<file path="config.mk">
export PLATFORM = sky130hd
export DESIGN_NAME = pfa_ctrl
export DESIGN_NICKNAME = d
export VERILOG_FILES = /design/src/rtl/page_frame_free_list_allocator_assert.svh /design/src/rtl/pfa_pkg.sv /design/src/rtl/pfa_ctrl.sv
export SDC_FILE = /design/constraint.sdc
export NUM_CORES = 1
export LEC_CHECK = 0
export BUFFER_PORTS_ARGS = -buffer_cell sky130_fd_sc_hd__buf_2
export CORE_UTILIZATION = 25
export CTS_CLUSTER_SIZE = 28
export DETAILED_ROUTE_END_ITERATION = 6
export MAX_ROUTING_LAYER = met4
export SETUP_SLACK_MARGIN = 0.2
export SYNTH_ARGS = -nofsm -noshare
export SYNTH_HDL_FRONTEND = slang
export SYNTH_SLANG_ARGS = --single-unit
</file>
<file path="constraint.sdc">
create_clock -name i_clk -period 1.9 [get_ports i_clk]
set_input_delay 0.38 -clock i_clk [delete_from_list [all_inputs] [get_ports i_clk]]
set_output_delay 0.38 -clock i_clk [all_outputs]
set_load 0.01 [all_outputs]
</file>
<file path="src/rtl/page_frame_free_list_allocator_assert.svh">
// Assertion macros used by the page frame allocator datapath.
`ifndef PAGE_FRAME_FREE_LIST_ALLOCATOR_ASSERT_SVH
`define PAGE_FRAME_FREE_LIST_ALLOCATOR_ASSERT_SVH

// Same-cycle implication, disabled while reset is asserted.
`define PFA_ASSERT_IMPL(name, clk, rst_n, ante, cons) \
    name: assert property (@(posedge clk) disable iff (!rst_n) (ante) |-> (cons)) \
        else $error("pfa assertion failed (same cycle)");

// Next-cycle implication, disabled while reset is asserted.
`define PFA_ASSERT_NEXT(name, clk, rst_n, ante, cons) \
    name: assert property (@(posedge clk) disable iff (!rst_n) (ante) |=> (cons)) \
        else $error("pfa assertion failed (next cycle)");

`endif

</file>
<file path="src/rtl/pfa_pkg.sv">
// Shared types and constants of the page frame allocator.
`default_nettype none

package pfa_pkg;

    // Field widths fixed by the interface.
    localparam int KIND_W   = 3;
    localparam int OP_W     = 2;
    localparam int STATUS_W = 3;
    localparam int FCOUNT_W = 11;

    // Operation codes.
    localparam logic [OP_W-1:0] OP_ALLOC = 2'd0;
    localparam logic [OP_W-1:0] OP_FREE  = 2'd1;
    localparam logic [OP_W-1:0] OP_MARK  = 2'd2;

    // Page kind tags.
    localparam logic [KIND_W-1:0] KIND_UNUSED    = 3'd0;
    localparam logic [KIND_W-1:0] KIND_ALLOCATED = 3'd3;
    localparam logic [KIND_W-1:0] KIND_FREE      = 3'd4;

    // Result status codes.
    typedef enum logic [STATUS_W-1:0] {
        ST_OK            = 3'd0,
        ST_NO_PAGE       = 3'd1,
        ST_MISALIGNED    = 3'd2,
        ST_NOT_ALLOCATED = 3'd3,
        ST_BAD_RANGE     = 3'd4
    } t_status;

    // Controller states.
    typedef enum logic [2:0] {
        S_CLEAR,
        S_IDLE,
        S_ALLOC,
        S_FREE,
        S_MCHK,
        S_SCAN,
        S_MARK,
        S_NOP
    } t_state;

    // Commands from the controller to the datapath.
    typedef struct packed {
        logic    clr_wr;   // write unused tag at the walk index
        logic    load;     // capture the input item
        logic    step;     // advance the walk index
        logic    rewind;   // walk index back to the first range page
        logic    pop;      // take the head page off the free list
        logic    append;   // append the walk page to the free list
        logic    mark_wr;  // tag the walk page with the item's kind
        logic    respond;  // present a result next cycle
        t_status status;   // status of that result
    } t_cmd;

    // Status from the datapath to the controller.
    typedef struct packed {
        logic clr_last;          // clearing pass is at its last page
        logic nonempty;          // free list holds a page
        logic addr_misaligned;   // latched address has low bits set
        logic free_out_of_range; // latched address is not a managed page
        logic kind_is_alloc;     // tag read back is allocated
        logic kind_is_free;      // tag read back is free
        logic mark_misaligned;   // range start or end has low bits set
        logic mark_bad_range;    // range is empty, reversed or unmanaged
        logic at_last;           // walk index is at the last range page
    } t_stat;

endpackage

`default_nettype wire

</file>
<file path="src/rtl/pfa_ctrl.sv">
// Controller state machine of the page frame allocator.
`default_nettype none

module pfa_ctrl (
    input  wire logic                       i_clk,
    input  wire logic                       i_rst_n,
    input  wire logic                       i_start,
    input  wire logic [pfa_pkg::OP_W-1:0]   i_op,
    input  wire pfa_pkg::t_stat             i_stat,
    output pfa_pkg::t_cmd                   o_cmd,
    output logic                            o_busy
);

    pfa_pkg::t_state r_state;
    pfa_pkg::t_state n_state;
    logic            accept;

    assign accept = i_start && !o_busy;

    // State register; reset starts the clearing pass of the tag store.
    always_ff @(posedge i_clk) begin
        if (!i_rst_n) begin
            r_state <= pfa_pkg::S_CLEAR;
        end else begin
            r_state <= n_state;
        end
    end

    // Next state.
    always_comb begin
        n_state = r_state;
        case (r_state)
            pfa_pkg::S_CLEAR: begin
                if (i_stat.clr_last) begin
                    n_state = pfa_pkg::S_IDLE;
                end
            end
            pfa_pkg::S_IDLE: begin
                if (accept) begin
                    case (i_op)
                        pfa_pkg::OP_ALLOC: n_state = pfa_pkg::S_ALLOC;
                        pfa_pkg::OP_FREE:  n_state = pfa_pkg::S_FREE;
                        pfa_pkg::OP_MARK:  n_state = pfa_pkg::S_MCHK;
                        default:           n_state = pfa_pkg::S_NOP;
                    endcase
                end
            end
            pfa_pkg::S_MCHK: begin
                if (i_stat.mark_misaligned || i_stat.mark_bad_range) begin
                    n_state = pfa_pkg::S_IDLE;
                end else begin
                    n_state = pfa_pkg::S_SCAN;
                end
            end
            pfa_pkg::S_SCAN: begin
                if (i_stat.kind_is_free) begin
                    n_state = pfa_pkg::S_IDLE;
                end else if (i_stat.at_last) begin
                    n_state = pfa_pkg::S_MARK;
                end
            end
            pfa_pkg::S_MARK: begin
                if (i_stat.at_last) begin
                    n_state = pfa_pkg::S_IDLE;
                end
            end
            pfa_pkg::S_ALLOC, pfa_pkg::S_FREE, pfa_pkg::S_NOP: begin
                n_state = pfa_pkg::S_IDLE;
            end
            default: begin
                n_state = pfa_pkg::S_IDLE;
            end
        endcase
    end

    // Datapath commands.
    always_comb begin
        o_cmd        = '0;
        o_cmd.status = pfa_pkg::ST_OK;
        o_busy       = 1'b1;
        case (r_state)
            pfa_pkg::S_CLEAR: begin
                o_cmd.clr_wr = 1'b1;
                o_cmd.step   = 1'b1;
            end
            pfa_pkg::S_IDLE: begin
                o_busy     = 1'b0;
                o_cmd.load = accept;
            end
            pfa_pkg::S_ALLOC: begin
                o_cmd.respond = 1'b1;
                if (i_stat.nonempty) begin
                    o_cmd.pop = 1'b1;
                end else begin
                    o_cmd.status = pfa_pkg::ST_NO_PAGE;
                end
            end
            pfa_pkg::S_FREE: begin
                o_cmd.respond = 1'b1;
                if (i_stat.addr_misaligned) begin
                    o_cmd.status = pfa_pkg::ST_MISALIGNED;
                end else if (i_stat.free_out_of_range || !i_stat.kind_is_alloc) begin
                    o_cmd.status = pfa_pkg::ST_NOT_ALLOCATED;
                end else begin
                    o_cmd.append = 1'b1;
                end
            end
            pfa_pkg::S_MCHK: begin
                if (i_stat.mark_misaligned) begin
                    o_cmd.respond = 1'b1;
                    o_cmd.status  = pfa_pkg::ST_MISALIGNED;
                end else if (i_stat.mark_bad_range) begin
                    o_cmd.respond = 1'b1;
                    o_cmd.status  = pfa_pkg::ST_BAD_RANGE;
                end
            end
            pfa_pkg::S_SCAN: begin
                if (i_stat.kind_is_free) begin
                    o_cmd.respond = 1'b1;
                    o_cmd.status  = pfa_pkg::ST_BAD_RANGE;
                end else if (i_stat.at_last) begin
                    o_cmd.rewind = 1'b1;
                end else begin
                    o_cmd.step = 1'b1;
                end
            end
            pfa_pkg::S_MARK: begin
                o_cmd.mark_wr = 1'b1;
                if (i_stat.at_last) begin
                    o_cmd.respond = 1'b1;
                end else begin
                    o_cmd.step = 1'b1;
                end
            end
            pfa_pkg::S_NOP: begin
                o_cmd.respond = 1'b1;
            end
            default: begin
                o_busy = 1'b1;
            end
        endcase
    end

endmodule

`default_nettype wire

</file>
# --- Word level (Yosys, flattened, before mapping) ---
# Cells that the tools add are included.
word_totals:
  ff_bits: 3
  out_inout_bits: 12
  elab_cells: 52
classes:
  n_eq_ne: 13
  muxes: 30
  reduce_logical: 8
ops:
  columns: ["operator", "n"]
  rows:
  - ["$mux W3", 6]
  - ["$pmux W3 S6", 1]
  - ["$mux W1", 13]
  - ["$eq A3 B3 Y1 const B", 4]
  - ["$mux W4", 3]
  - ["$pmux W3 S4", 1]
  - ["$pmux W3 S3", 1]
  - ["$eq A3 B2 Y1 const B", 2]
  - ["$mux W2", 3]
  - ["$ne A2 B2 Y1 const B", 3]
  - ["$pmux W1 S4", 1]
  - ["$reduce_and A4 Y1", 1]
  - ["$eq A3 B1 Y1 const B", 1]
  - ["$logic_not A3 Y1", 1]
  - ["$ne A3 B3 Y1 const B", 1]
  - ["$pmux W1 S3", 1]
  - ["$reduce_or A3 Y1", 1]
  - ["$eq A2 B1 Y1 const B", 1]
  - ["$eq A2 B2 Y1 const B", 1]
  - ["$logic_not A2 Y1", 1]
  - ["$logic_or A1 B1 Y1", 2]
  - ["$logic_and A1 B1 Y1", 1]
  - ["$logic_not A1 Y1", 1]

# --- Longest topological paths before layout ---
logic_depth:
  ltp_word: 5
  mapped_depth: 6

# --- Worst setup path before layout ---
# No wires, ideal clock.
synth_timing:
  path_type: "reg2out"
  start: "register r_state[2]"
  end: "output o_cmd[3] in the netlist's numbering"
  t_arrival_ns: 1.141
  stages_incl_launch_ff: 4
  setup_slack_ns: 0.379
  cell_sequence: "dfxtp_1 -> inv_2 -> or3_1 -> a21oi_1"
synth_lines:
  columns: ["item", "line_no", "rtl"]
  rows:
  - ["from (decl)", "pfa_ctrl.sv:14", "pfa_pkg::t_state r_state;"]
  - ["from (signal assigned)", "pfa_ctrl.sv:23", "r_state <= pfa_pkg::S_CLEAR;"]
  - ["from (signal assigned)", "pfa_ctrl.sv:25", "r_state <= n_state;"]
  - ["to (decl)", "pfa_ctrl.sv:10", "output pfa_pkg::t_cmd o_cmd,"]

==> qor.yml <==
routed_wl_um: 1390
finalSetupTns_ns: 0
vdd_drop_max_uv: 465
startpoint_type: "register"
power_uw: 626
cp_cell_sequence: "or2b_1, a21oi_2, or3_1, a21oi_2, buf_2"
area_growth_pct: 55.6
root_buffer: "clkbuf_4"
clockBufferDepth: 2
yosys_warnings: 0
grt_setup_unrepaired: "yes"
period_share_pct: 95.6
track_usage_pct: 15.8
clk_latency_ns: 0.24
reg_top3: "r_state (3)"
drtPass1Iterations: 4
static-leakage-power_nw: 0.360
wl_per_cell_um: 11.1
finalHoldViolCount: 0
fin_ws_ns: 0.0837
holdPathStages: 3
hpwlAfterDp_um: 1060
largest-register: "r_state"
drive_gt1_share_pct: 49.0
synthDistinctLibCells: 32
dp_slack_ns: 0.209
initial_utilization_pct: 27.1
min_path_type: "input pin to register"
final_nets: 118
grt_pass1_vias: 513
synth.net_count: 82
drcViolationCount: 0
maxSlewHeadroom_pct: 82.4
grt_pass1_wl_um: 2260
coreArea_um2: 1750
tightest_slew_ns: 0.263
reg2reg_to: "r_state[0]$_SDFFE_PN0P_"
htreeDepth: 1
critical_path_buf_inv_count: 1
clock_sinks: 3
final_common_cell: "buf_2"
final_cell_mix: "buf_2, buf_4, inv_1, nor2_1"
grt_max_degree: 10
largest_register_ffs: 3
drv_cap: 0
end_kind: "output pin"
synth-seq-cells: 3
cp_max_fo: 7
crit_type: "register to output pin"
min_period_ns: 1.82
fp.dieW_um: 45.5
netlist_instances: 65
clkTransAtPathRegs_ns: 0.04
placement.io_buffers: 25
gp_congestion: 0.807
grt_antenna_before_repair: 0
reg2reg_depth: 6
fp-row-count: 15
fp.dieH_um: 45.5
viasPerCell: 4.66
setup_viol: 0
synth_area_um2: 473
cp.arrival_ns: 1.44
hp-start: "i_rst_n"
io_pins: 26
fmax_mhz: 551
cp_slowest_stage_delay_ns: 0.36
slew_violations: 0
overflow: 0
cpMaxStageDelayCell: "dfxtp_4"
cts_tree: "built"
path_common_cell: "a21oi_2"
nFillCells: 196
ant_nets: 0
min_to: "r_state[1]$_SDFFE_PN0P_"
antenna_cells: 0
numCtsBuffers: 3
ff2ff_setup_slack_ns: 0.41
vias: 582
timing.rr.start: "r_state[0]$_SDFFE_PN0P_"
power_density_nw_per_um2: 851
ys_seq_area_share_pct: 12.7
cp_top_family: "simple AND/OR/NAND/NOR gates"
status: "finished clean"
syn_avg_cell_area_um2: 7.28
worstPathRequired_ns: 1.52
drt-initial-drc-count: 1
clock_skew_ns: 0.00329
fp.dieArea_um2: 2070
area by class of cell:
type                    instances  area, µm²  share of cell area, %
repair buffers                 34        193                   26.2
well taps                      25       31.3                   4.25
flip-flops and latches          3       71.3                   9.69
clock buffers                   4       26.3                   3.57
inverters                       6       25.0                   3.40
multi-input cells              53        389                   52.9
how the worst max path moves through the flow:
stage / startpoint / end / slack, ns / depth (start not counted)
after detailed placement: r_state[1]$_SDFFE_PN0P_ / o_cmd[3] / 0.21 / 5
final: r_state[1]$_SDFFE_PN0P_ / o_cmd[3] / 0.08 / 5
after global routing: r_state[1]$_SDFFE_PN0P_ / o_cmd[3] / 0.02 / 5
after CTS: r_state[1]$_SDFFE_PN0P_ / o_cmd[3] / 0.09 / 5
after floorplan: r_state[2]$_SDFFE_PN0P_ / o_cmd[3] / 0.38 / 3
after global placement: r_state[2]$_SDFFE_PN0P_ / o_cmd[0] / 0.23 / 4
metrics by stage:
stage	instance area, µm²	util [%]	hold WS (ns)	std cells
after CTS	696	39.9	0.379	121
after global routing	736	42.2	0.397	125
after detailed placement	626	35.8	0.608	116
after global placement	626	35.8	0.575	116
final	736	42.2	0.385	125
after floorplan	473	-	0.492	65
cells by family (layout without fill, tap and decap cells):
logic type / after synthesis / in the layout / synth area share (%)
flops: 3 / 3 / 12.7
fa+ha+maj: 3 / 3 / 7.94
buf+inv: 9 / 44 / 11.9
simple gates: 34 / 34 / 42.6
compound gates: 14 / 14 / 20.6
mux: 2 / 2 / 4.23
synthesized netlist by cell type:
library cell / n / area (µm²)
a211oi_1: 1 / 7.51
a21oi_1: 3 / 15.0
a22oi_1: 2 / 15.0
a311oi_1: 1 / 8.76
a32oi_1: 1 / 8.76
and2_1: 1 / 6.26
and2b_1: 1 / 7.51
and3_1: 3 / 18.8
and3b_1: 1 / 8.76
and4_1: 1 / 8.76
buf_6: 3 / 33.8
dfxtp_1: 3 / 60.1
ha_1: 3 / 37.5
inv_1: 5 / 18.8
inv_2: 1 / 3.75
mux2i_1: 2 / 20.0
nand2_1: 4 / 15.0
nand2b_1: 2 / 12.5
nand3_1: 1 / 5.00
nand3b_1: 1 / 7.51
nor2_1: 5 / 18.8
nor2_4: 1 / 11.3
nor2b_1: 3 / 18.8
nor3_1: 4 / 20.0
nor3b_1: 2 / 15.0
o21a_1: 1 / 7.51
o21ai_0: 2 / 10.0
o21ai_2: 1 / 8.76
o221ai_1: 1 / 8.76
o31ai_1: 1 / 7.51
or2b_1: 2 / 15.0
or3_1: 2 / 12.5
per-layer routing:
metal	routed length, µm	part of all wire (%)	GRT usage [%]
met1	628	45	17.9
met3	78	5.6	4.76
met5	0	0	-
met2	662	48	25.1
met4	20	1.4	7.27
worst min-delay path, cell delays in order:
cell and delay [ns]:
buf_2 0.12, inv_1 0.05, a311oi_1 0.04
repair_timing:
item / CTS / global route
setup endpoints to repair: 9 / 8
pin swaps: 3 / 1
setup buffers: 1 / 4
gates resized for setup: 10 / 3
hold buffers: 0 / 0
power breakdown:
group          total [mW]  leakage (nW)  switching, mW  internal [mW]
sequential          0.125        0.0267         0.0386         0.0869
combinational       0.383         0.318          0.191          0.192
clock               0.118        0.0150         0.0386         0.0790
total               0.626         0.360          0.268          0.358
Note: power is estimated with default switching activity, not from simulation.
